## src/sv/shot_event_correlator_macros.svh

```systemverilog
// ----------------------------------------------------------------------------
// shot event correlator assertion macros
// concurrent checks clocked on clk and disabled in reset
// ----------------------------------------------------------------------------
`ifndef SHOT_EVENT_CORRELATOR_MACROS_SVH
`define SHOT_EVENT_CORRELATOR_MACROS_SVH

`ifndef SYNTH

// antecedent implies consequent in the same cycle
`define SEC_ASSERT_NOW(lbl, ante, cons) \
  lbl: assert property (@(posedge clk) disable iff (rst) (ante) |-> (cons)) \
    else $error("sec check failed");

// antecedent implies consequent in the next cycle
`define SEC_ASSERT_NEXT(lbl, ante, cons) \
  lbl: assert property (@(posedge clk) disable iff (rst) (ante) |=> (cons)) \
    else $error("sec check failed");

`else

`define SEC_ASSERT_NOW(lbl, ante, cons)
`define SEC_ASSERT_NEXT(lbl, ante, cons)

`endif

`endif

```

## src/sv/sec_pkg.sv

```systemverilog
// ----------------------------------------------------------------------------
// sec_pkg
// shared types, codes and constants of the shot event correlator
// ----------------------------------------------------------------------------
`default_nettype none

package sec_pkg;

  // input kind codes
  localparam logic [2:0] KIND_TICK   = 3'd0;
  localparam logic [2:0] KIND_SENSOR = 3'd1;
  localparam logic [2:0] KIND_CAMERA = 3'd2;
  localparam logic [2:0] KIND_DRAIN  = 3'd3;
  localparam logic [2:0] KIND_CLEAR  = 3'd4;

  // result kind codes
  localparam logic [1:0] RK_PREVIEW = 2'd0;
  localparam logic [1:0] RK_FINAL   = 2'd1;
  localparam logic [1:0] RK_DRAIN   = 2'd2;

  // register indexes
  localparam logic [1:0] REG_WINDOW   = 2'd0;
  localparam logic [1:0] REG_DEBOUNCE = 2'd1;
  localparam logic [1:0] REG_DRAIN    = 2'd2;

  localparam logic [15:0] WINDOW_RST   = 16'd1500;
  localparam logic [15:0] DEBOUNCE_RST = 16'd200;
  localparam logic [15:0] DRAIN_RST    = 16'd3000;

  localparam int ADDR_W = 4;
  localparam int DATA_W = 32;

  localparam logic [23:0] SPLIT_MAX = 24'hFFFFFF;

  // op queue geometry
  localparam int FIFO_DEPTH = 4;
  localparam int FIFO_AW    = $clog2(FIFO_DEPTH);

  // most results one item can cause
  localparam int MAX_RES = 3;

  typedef enum logic [2:0] {
    OP_TICK   = 3'd0,
    OP_SENSOR = 3'd1,
    OP_CAMERA = 3'd2,
    OP_DRAIN  = 3'd3,
    OP_CLEAR  = 3'd4
  } op_t;

  typedef struct packed {
    op_t        op;
    logic [7:0] score;
    logic [7:0] direction;
  } item_t;

  typedef struct packed {
    logic [1:0]  rk;
    logic [15:0] num;
    logic [7:0]  sc;
    logic [7:0]  dir;
    logic        miss;
    logic        hs;
    logic [23:0] split;
  } res_t;

  typedef struct packed {
    logic [15:0] window_ms;
    logic [15:0] debounce_ms;
    logic [15:0] drain_wait_ms;
  } cfg_t;

  typedef struct packed {
    logic full;
    logic empty;
  } fifo_stat_t;

endpackage

`default_nettype wire

```

## src/sv/shot_event_correlator.sv

```systemverilog
// ----------------------------------------------------------------------------
// shot_event_correlator
// pairs sensor triggers with camera detections and reports finalized shots
// ----------------------------------------------------------------------------
// The front takes one input transfer per cycle while the four-entry op queue
// has room; unknown kinds are taken and dropped. The back pops one op per
// cycle while it has no results left to send and loads its results, zero
// to three, into an output slot register that sends one result per
// transfer; the next op is taken in the cycle that the last result
// transfers. Time moves only on tick items. Registers are window_ms at 0x0,
// debounce_ms at 0x4 and drain_wait_ms at 0x8; the user must write them
// only while the block is idle, which the block itself does not enforce.
`default_nettype none

module shot_event_correlator (
  input  wire logic                       clk,
  input  wire logic                       rst,
  input  wire logic                       psel,
  input  wire logic                       penable,
  input  wire logic                       pwrite,
  input  wire logic [sec_pkg::ADDR_W-1:0] paddr,
  input  wire logic [sec_pkg::DATA_W-1:0] pwdata,
  output logic      [sec_pkg::DATA_W-1:0] prdata,
  output logic                            pready,
  input  wire logic                       in_valid,
  output logic                            in_ready,
  input  wire logic [2:0]                 kind,
  input  wire logic [7:0]                 score,
  input  wire logic [7:0]                 direction,
  output logic                            out_valid,
  input  wire logic                       out_ready,
  output logic [1:0]                      result_kind,
  output logic [15:0]                     shot_number,
  output logic [7:0]                      shot_score,
  output logic [7:0]                      shot_direction,
  output logic                            missed,
  output logic                            has_split,
  output logic [23:0]                     split_ms,
  output logic                            last
);
  import sec_pkg::*;

  `include "shot_event_correlator_macros.svh"

  cfg_t       cfg;
  fifo_stat_t stat;
  item_t      push_item;
  item_t      head_item;
  logic       push;
  logic       pop;
  res_t       res;
  logic       wr_en;
  logic [1:0] reg_idx;

  // configuration registers
  assign pready  = 1'b1;
  assign wr_en   = psel && penable && pwrite && pready;
  assign reg_idx = paddr[3:2];

  always_ff @(posedge clk) begin
    if (rst) begin
      cfg.window_ms     <= WINDOW_RST;
      cfg.debounce_ms   <= DEBOUNCE_RST;
      cfg.drain_wait_ms <= DRAIN_RST;
    end else if (wr_en) begin
      unique case (reg_idx)
        REG_WINDOW:   cfg.window_ms     <= pwdata[15:0];
        REG_DEBOUNCE: cfg.debounce_ms   <= pwdata[15:0];
        REG_DRAIN:    cfg.drain_wait_ms <= pwdata[15:0];
        default:      cfg.window_ms     <= cfg.window_ms;
      endcase
    end
  end

  // register read back
  always_comb begin
    prdata = '0;
    unique case (reg_idx)
      REG_WINDOW:   prdata = {16'd0, cfg.window_ms};
      REG_DEBOUNCE: prdata = {16'd0, cfg.debounce_ms};
      REG_DRAIN:    prdata = {16'd0, cfg.drain_wait_ms};
      default:      prdata = '0;
    endcase
  end

  sec_front u_front (
    .in_valid  (in_valid),
    .in_ready  (in_ready),
    .kind      (kind),
    .score     (score),
    .direction (direction),
    .stat      (stat),
    .push      (push),
    .push_item (push_item)
  );

  sec_fifo u_fifo (
    .clk       (clk),
    .rst       (rst),
    .push      (push),
    .push_item (push_item),
    .pop       (pop),
    .pop_item  (head_item),
    .stat      (stat)
  );

  sec_back u_back (
    .clk       (clk),
    .rst       (rst),
    .cfg       (cfg),
    .stat      (stat),
    .item      (head_item),
    .pop       (pop),
    .out_valid (out_valid),
    .out_ready (out_ready),
    .res       (res),
    .res_last  (last)
  );

  // result fields
  assign result_kind    = res.rk;
  assign shot_number    = res.num;
  assign shot_score     = res.sc;
  assign shot_direction = res.dir;
  assign missed         = res.miss;
  assign has_split      = res.hs;
  assign split_ms       = res.split;

  // output checks
  `SEC_ASSERT_NOW(a_drain_blank, out_valid && result_kind == RK_DRAIN, shot_number == 16'd0 && missed == 1'b0 && has_split == 1'b0)
  `SEC_ASSERT_NOW(a_miss_blank, out_valid && missed, result_kind == RK_FINAL && shot_score == 8'd0 && shot_direction == 8'd0)
  `SEC_ASSERT_NOW(a_split_zero, out_valid && !has_split, split_ms == 24'd0)
  `SEC_ASSERT_NEXT(a_more_after, out_valid && !out_ready && !last, out_valid && !last)

endmodule

`default_nettype wire

```

## src/sv/sec_fifo.sv

```systemverilog
// ----------------------------------------------------------------------------
// sec_fifo
// short op queue between the front and the back
// ----------------------------------------------------------------------------
`default_nettype none

module sec_fifo (
  input  wire logic               clk,
  input  wire logic               rst,
  input  wire logic               push,
  input  wire sec_pkg::item_t     push_item,
  input  wire logic               pop,
  output sec_pkg::item_t          pop_item,
  output sec_pkg::fifo_stat_t     stat
);
  import sec_pkg::*;

  item_t              mem [FIFO_DEPTH];
  logic [FIFO_AW-1:0] wr_ptr;
  logic [FIFO_AW-1:0] rd_ptr;
  logic [FIFO_AW:0]   count;

  // status flags
  assign stat.full  = (count == (FIFO_AW+1)'(FIFO_DEPTH));
  assign stat.empty = (count == '0);
  assign pop_item   = mem[rd_ptr];

  // storage
  always_ff @(posedge clk) begin
    if (push) begin
      mem[wr_ptr] <= push_item;
    end
  end

  // pointers and fill level
  always_ff @(posedge clk) begin
    if (rst) begin
      wr_ptr <= '0;
      rd_ptr <= '0;
      count  <= '0;
    end else begin
      if (push) begin
        wr_ptr <= wr_ptr + 1'b1;
      end
      if (pop) begin
        rd_ptr <= rd_ptr + 1'b1;
      end
      if (push && !pop) begin
        count <= count + 1'b1;
      end else if (pop && !push) begin
        count <= count - 1'b1;
      end
    end
  end

endmodule

`default_nettype wire

```

## src/sv/sec_front.sv

```systemverilog
// ----------------------------------------------------------------------------
// sec_front
// accepts input items, decodes the kind and queues the op
// ----------------------------------------------------------------------------
`default_nettype none

module sec_front (
  input  wire logic                in_valid,
  output logic                     in_ready,
  input  wire logic [2:0]          kind,
  input  wire logic [7:0]          score,
  input  wire logic [7:0]          direction,
  input  wire sec_pkg::fifo_stat_t stat,
  output logic                     push,
  output sec_pkg::item_t           push_item
);
  import sec_pkg::*;

  logic known;
  op_t  op;

  // kind decode, unknown kinds are dropped
  always_comb begin
    known = 1'b1;
    op    = OP_TICK;
    unique case (kind)
      KIND_TICK:   op = OP_TICK;
      KIND_SENSOR: op = OP_SENSOR;
      KIND_CAMERA: op = OP_CAMERA;
      KIND_DRAIN:  op = OP_DRAIN;
      KIND_CLEAR:  op = OP_CLEAR;
      default:     known = 1'b0;
    endcase
  end

  // queue push on each transfer of a known kind
  assign in_ready            = !stat.full;
  assign push                = in_valid && in_ready && known;
  assign push_item.op        = op;
  assign push_item.score     = score;
  assign push_item.direction = direction;

endmodule

`default_nettype wire

```

## src/sv/sec_back.sv

```systemverilog
// ----------------------------------------------------------------------------
// sec_back
// correlation state, result generation and output sequencing
// ----------------------------------------------------------------------------
`default_nettype none

module sec_back (
  input  wire logic                clk,
  input  wire logic                rst,
  input  wire sec_pkg::cfg_t       cfg,
  input  wire sec_pkg::fifo_stat_t stat,
  input  wire sec_pkg::item_t      item,
  output logic                     pop,
  output logic                     out_valid,
  input  wire logic                out_ready,
  output sec_pkg::res_t            res,
  output logic                     res_last
);
  import sec_pkg::*;

  typedef struct packed {
    logic [31:0] now_ms;
    logic        pending;
    logic        debouncing;
    logic        draining;
    logic [31:0] pending_time;
    logic [15:0] shot_count;
    logic [31:0] prev_time;
    logic        prev_valid;
    logic [16:0] window_left;
    logic        window_active;
    logic [15:0] debounce_left;
  } st_t;

  st_t         st;
  st_t         st_next;
  res_t        slots      [MAX_RES];
  res_t        slots_next [MAX_RES];
  logic [1:0]  cnt;
  logic [1:0]  nres;

  logic [31:0] diff_base;
  logic [31:0] split_diff;
  logic [23:0] split_val;
  logic [31:0] elapsed;
  logic [16:0] drain_left;
  logic        sensor_go;
  logic        fin_en;
  logic        fin_miss;
  logic        xfer;
  res_t        fin_rec;
  res_t        drain_rec;
  res_t        rec;
  logic [1:0]  k;

  // shared time differences
  assign sensor_go  = (item.op == OP_SENSOR) && !st.debouncing;
  assign diff_base  = (item.op == OP_CAMERA && !st.pending) ? st.now_ms : st.pending_time;
  assign split_diff = diff_base - st.prev_time;
  assign split_val  = !st.prev_valid ? '0 :
                      (|split_diff[31:24]) ? SPLIT_MAX : split_diff[23:0];
  assign elapsed    = st.now_ms - st.pending_time;
  assign drain_left = (elapsed >= {16'd0, cfg.drain_wait_ms}) ? '0 :
                      {1'b0, cfg.drain_wait_ms - elapsed[15:0]};

  // finalize decision per op
  always_comb begin
    fin_en   = 1'b0;
    fin_miss = 1'b1;
    unique case (item.op)
      OP_TICK: begin
        fin_en = st.window_active && (st.window_left <= 17'd1) && st.pending;
      end
      OP_SENSOR: begin
        fin_en = sensor_go && st.pending;
      end
      OP_CAMERA: begin
        fin_en   = st.pending;
        fin_miss = 1'b0;
      end
      default: begin
        fin_en = 1'b0;
      end
    endcase
  end

  // finalized and drain records
  always_comb begin
    fin_rec       = '0;
    fin_rec.rk    = RK_FINAL;
    fin_rec.num   = st.shot_count + 16'd1;
    fin_rec.sc    = fin_miss ? 8'd0 : item.score;
    fin_rec.dir   = fin_miss ? 8'd0 : item.direction;
    fin_rec.miss  = fin_miss;
    fin_rec.hs    = st.prev_valid;
    fin_rec.split = split_val;
    drain_rec     = '0;
    drain_rec.rk  = RK_DRAIN;
  end

  // next state and result list for the op at the queue head
  always_comb begin
    st_next = st;
    for (int i = 0; i < MAX_RES; i++) begin
      slots_next[i] = '0;
    end
    k   = '0;
    rec = '0;

    // timers and debounce arming
    if (item.op == OP_TICK) begin
      st_next.now_ms = st.now_ms + 32'd1;
      if (st.debouncing) begin
        if (st.debounce_left <= 16'd1) begin
          st_next.debouncing    = 1'b0;
          st_next.debounce_left = '0;
        end else begin
          st_next.debounce_left = st.debounce_left - 16'd1;
        end
      end
      if (st.window_active) begin
        if (st.window_left <= 17'd1) begin
          st_next.window_active = 1'b0;
          st_next.window_left   = '0;
        end else begin
          st_next.window_left = st.window_left - 17'd1;
        end
      end
    end
    if (sensor_go) begin
      st_next.debouncing    = 1'b1;
      st_next.debounce_left = cfg.debounce_ms;
    end

    // finalize the pending shot, then the drain it ends
    if (fin_en) begin
      slots_next[k]         = fin_rec;
      k                     = k + 2'd1;
      st_next.shot_count    = st.shot_count + 16'd1;
      st_next.prev_time     = st.pending_time;
      st_next.prev_valid    = 1'b1;
      st_next.pending       = 1'b0;
      st_next.pending_time  = '0;
      st_next.window_active = 1'b0;
      st_next.window_left   = '0;
      if (st.draining) begin
        st_next.draining = 1'b0;
        slots_next[k]    = drain_rec;
        k                = k + 2'd1;
      end
    end

    // op specific actions after finalize
    unique case (item.op)
      OP_SENSOR: begin
        if (sensor_go) begin
          st_next.pending      = 1'b1;
          st_next.pending_time = st.now_ms;
          rec                  = '0;
          rec.rk               = RK_PREVIEW;
          rec.num              = st_next.shot_count + 16'd1;
          slots_next[k]        = rec;
          k                    = k + 2'd1;
          if (cfg.window_ms != '0) begin
            st_next.window_active = 1'b1;
            st_next.window_left   = {1'b0, cfg.window_ms};
          end
        end
      end
      OP_CAMERA: begin
        if (!st.pending) begin
          rec                = '0;
          rec.rk             = RK_FINAL;
          rec.num            = st.shot_count + 16'd1;
          rec.sc             = item.score;
          rec.dir            = item.direction;
          rec.hs             = st.prev_valid;
          rec.split          = split_val;
          slots_next[k]      = rec;
          k                  = k + 2'd1;
          st_next.shot_count = st.shot_count + 16'd1;
          st_next.prev_time  = st.now_ms;
          st_next.prev_valid = 1'b1;
        end
      end
      OP_DRAIN: begin
        if (!st.pending) begin
          slots_next[k] = drain_rec;
          k             = k + 2'd1;
        end else begin
          st_next.draining      = 1'b1;
          st_next.window_left   = drain_left;
          st_next.window_active = 1'b1;
        end
      end
      OP_CLEAR: begin
        st_next        = '0;
        st_next.now_ms = st.now_ms;
      end
      default: begin
        st_next.now_ms = st_next.now_ms;
      end
    endcase
    nres = k;
  end

  // output side, results leave from the head slot
  assign out_valid = (cnt != '0);
  assign res       = slots[0];
  assign res_last  = (cnt == 2'd1);
  assign xfer      = out_valid && out_ready;
  assign pop       = !stat.empty && ((cnt == '0) || (cnt == 2'd1 && out_ready));

  // result slots
  always_ff @(posedge clk) begin
    if (pop) begin
      for (int i = 0; i < MAX_RES; i++) begin
        slots[i] <= slots_next[i];
      end
    end else if (xfer) begin
      for (int i = 0; i < MAX_RES - 1; i++) begin
        slots[i] <= slots[i+1];
      end
    end
  end

  // correlation state and result count
  always_ff @(posedge clk) begin
    if (rst) begin
      st  <= '0;
      cnt <= '0;
    end else if (pop) begin
      st  <= st_next;
      cnt <= nres;
    end else if (xfer) begin
      cnt <= cnt - 2'd1;
    end
  end

endmodule

`default_nettype wire
```

## config.mk

```make
export PLATFORM = sky130hd
export DESIGN_NAME = shot_event_correlator
export DESIGN_NICKNAME = d
export VERILOG_FILES = /design/src/sv/sec_pkg.sv /design/src/sv/shot_event_correlator.sv /design/src/sv/sec_fifo.sv /design/src/sv/sec_front.sv /design/src/sv/sec_back.sv
export VERILOG_INCLUDE_DIRS = /design/src /design/src/sv
export SDC_FILE = /design/constraint.sdc
export NUM_CORES = 1
export LEC_CHECK = 0
export BUFFER_PORTS_ARGS = -buffer_cell sky130_fd_sc_hd__buf_4
export CORE_MARGIN = 5
export CORE_UTILIZATION = 56
export CTS_BUF_LIST = sky130_fd_sc_hd__clkbuf_16
export CTS_CLUSTER_DIAMETER = 40
export DETAILED_ROUTE_END_ITERATION = 16
export PLACE_DENSITY_LB_ADDON = 0.3
export RECOVER_POWER = 25
export SYNTH_ARGS = -nofsm -noshare
export SYNTH_HDL_FRONTEND = slang
export SYNTH_HIERARCHICAL = 1
export SYNTH_SLANG_ARGS = --single-unit
```

## constraint.sdc

```tcl
create_clock -name clk -period 12.65 [get_ports clk]
set_clock_uncertainty 0.15 [all_clocks]
set_input_delay 1.8975 -clock clk [delete_from_list [all_inputs] [get_ports clk]]
set_output_delay 1.8975 -clock clk [all_outputs]
set_load 0.01 [all_outputs]
```

==> flow_summary.json <==
{
  "io_pins": 158,
  "antenna_found_initial": 0,
  "worstSetupEndpointType": "flip-flop",
  "maxCapViolCount": 3,
  "crit_type": "reg -> reg",
  "viasPerCell": 6.04,
  "setup_slack_ns": 5.76,
  "synth_cell_types": 93,
  "hp-start": "u_back/st[85]$_SDFFE_PP0P_",
  "cts_buffer_depth": 3,
  "total_leakage_power_nw": 11.5,
  "period_minus_slack_ns": 6.89,
  "drt_first_pass_iters": 6,
  "ant_nets": 0,
  "drtIter0Drc": 1802,
  "fmax_ghz": 0.145,
  "critPathMaxFanout": 78,
  "antenna_cells": 0,
  "final_cell_mix": "nor2_1 (309), edfxtp_1 (254), dfxtp_1 (209)",
  "slew-limit-headroom_pct": -249,
  "hold_class": "reg -> reg",
  "drv_slew": 233,
  "final_common_cell": "nor2_1",
  "wl_per_cell_um": 18.7,
  "root_buffer": "clkbuf_16",
  "cts_sinks": 463,
  "grt.overflow.total": 0,
  "worst_pin_slew_ns": 5.24,
  "totalWireLength_um": 66700,
  "yosys_warnings": 6,
  "worst_setup_path_start_kind": "flip-flop",
  "remaining_drc_errors": 0,
  "fin_nets": 3075,
  "cts_tree": "yes",
  "syn2layout_area_growth_pct": 11.3,
  "die_x_um": 230,
  "place_congestion": 0.915,
  "crit_arrival_ns": 6.96,
  "setup_tns_ns": 0,
  "grt_usage_pct": 24.7,
  "netlist_instances": 2877,
  "fin_crit_sh_pct": 54.5,
  "drive_above_1_share_pct": 10.4,
  "synth_edf_count": 254,
  "hpwlAfterDp_um": 45200,
  "pwr_density_cell_nw_per_um2": 195,
  "fill_cells": 3885,
  "cts_buffers": 71,
  "start_util_pct": 56.6,
  "ys_ff_latch": 463,
  "post_cts_buffers": 0,
  "coreArea_sq_um": 47700,
  "rsz0062_at_grt": "false",
  "setup_viol": 0,
  "rows": 80,
  "die-area_sq_um": 52800,
  "portBuffers": 122,
  "grt_pass1_wl_um": 109000,
  "clock_latency_ns": 0.61,
  "pre_cts_slack_ns": 5.82,
  "synthFlopType": "edfxtp_1",
  "grt_pass1_vias": 21397,
  "ys_seq_area_share_pct": 43.7,
  "synth_area_sq_um": 27000,
  "avgSynthCellArea_sq_um": 9.40,
  "cts_resized": 0,
  "finalHoldViolations": 0,
  "failed_checks": "max-capacitance violations, max-slew violations",
  "status": "finished, violations left",
  "postSynth.asyncResetShare_pct": 0,
  "vias": 21589,
  "worst_ep_required_time_ns": 12.72,
  "path_clk_slew_ns": 0.06,
  "grt_max_degree": 130,
  "cts-hold-fix-buffers": 0,
  "fp.dieH_um": 230,
  "htree_num_levels": 3,
  "vdd_drop_max_uv": 153
}
cell families after synthesis:
kind of cell             Yosys count  share of synthesized area [%]
AO/OA/AOI/OAI                    737                           17.6
XOR/XNOR                         157                           5.09
adder cells (fa/ha/maj)          112                           5.29
buffers and inverters            402                           7.26
flip-flops                       463                           43.7
multiplexers                      99                           4.68
other                              3                         0.0416
AND/OR/NAND/NOR                  904                           16.4
path summary, 6_finish.rpt:
path / slack [ns] / end / cells past startpoint
max: 5.76 / u_back/slots[0][52]$_DFFE_PP_ / 16
min reg2reg: 0.35 / u_back/st[85]$_SDFFE_PP0P_ / 2
min: 0.35 / u_back/st[85]$_SDFFE_PP0P_ / 2
max reg2reg: 5.76 / u_back/slots[0][52]$_DFFE_PP_ / 16
registers in the layout, indices dropped and copies added, names as in the netlist, named ones only:
name / flops
cfg: 48
u_back/cnt: 2
u_back/fin_rec: 1
u_back/slots: 178
u_back/st: 149
u_fifo/count: 3
u_fifo/mem: 76
u_fifo/rd_ptr: 2
u_fifo/wr_ptr: 2
layer usage:
layer,routed length [um],global-route usage [%]
met5,0,0
met4,2070,8.61
met3,3160,3.98
met2,34500,44.8
met1,27000,29.8
critical path, stage by stage (launching register included):
cell and delay [ns]:
dfxtp_1 0.97, mux4_1 0.73, or3_1 0.49, nor4_1 0.58, a31oi_4 0.14, buf_4 0.37, inv_2 0.63, ha_1 0.41
inv_1 0.13, ha_1 0.30, nand3_1 0.11, o221ai_1 0.44, and3b_1 0.35, nand4_1 0.20, xnor2_1 0.19, a22oi_1 0.15
o21ai_1 0.13
layout make-up:
class	count	area, sq um	area share (%)
clock buffer	72	1800	5.99
clock inverter	60	628	2.09
inverter	145	547	1.82
multi-input combinational	2069	13600	45.1
sequential	463	11800	39.2
tap	615	769	2.56
timing repair buffer	151	972	3.23
cell usage after synthesis, types with 62 or more instances:
library cell,number,area (sq um)
xnor2_1,90,788
nor2_1,311,1170
xor2_1,67,587
edfxtp_1,254,7630
dfxtp_1,209,4180
nor3_1,63,315
o21ai_0,177,886
ha_1,108,1350
nand2_1,192,721
buf_4,105,788
inv_1,143,537
a21oi_1,189,946
a22oi_1,65,488
nand2b_1,62,388
clkbuf_1,127,477
mux2i_1,77,771
power by group:
part / total [mW] / switching, mW / internal [mW]
registers: 2.24 / 0.161 / 2.08
clock network: 1.96 / 0.787 / 1.17
logic: 1.68 / 1.10 / 0.574
total: 5.87 / 2.05 / 3.82
metrics by stage:
step           utilization, %  cells  area, sq um  power (mW)  hold slack, ns
2_1_floorplan               -   2934        27300        3.59           0.312
3_3_place_gp             58.3   3443        27800        3.89           0.325
3_5_place_dp             58.3   3443        27800        3.95           0.332
4_1_cts                  63.4   3575        30300        5.93           0.350
5_1_grt                  63.1   3575        30100        6.18           0.369
6_report                 63.1   3575        30100        5.87           0.346
(Power assumes the default switching activity.)
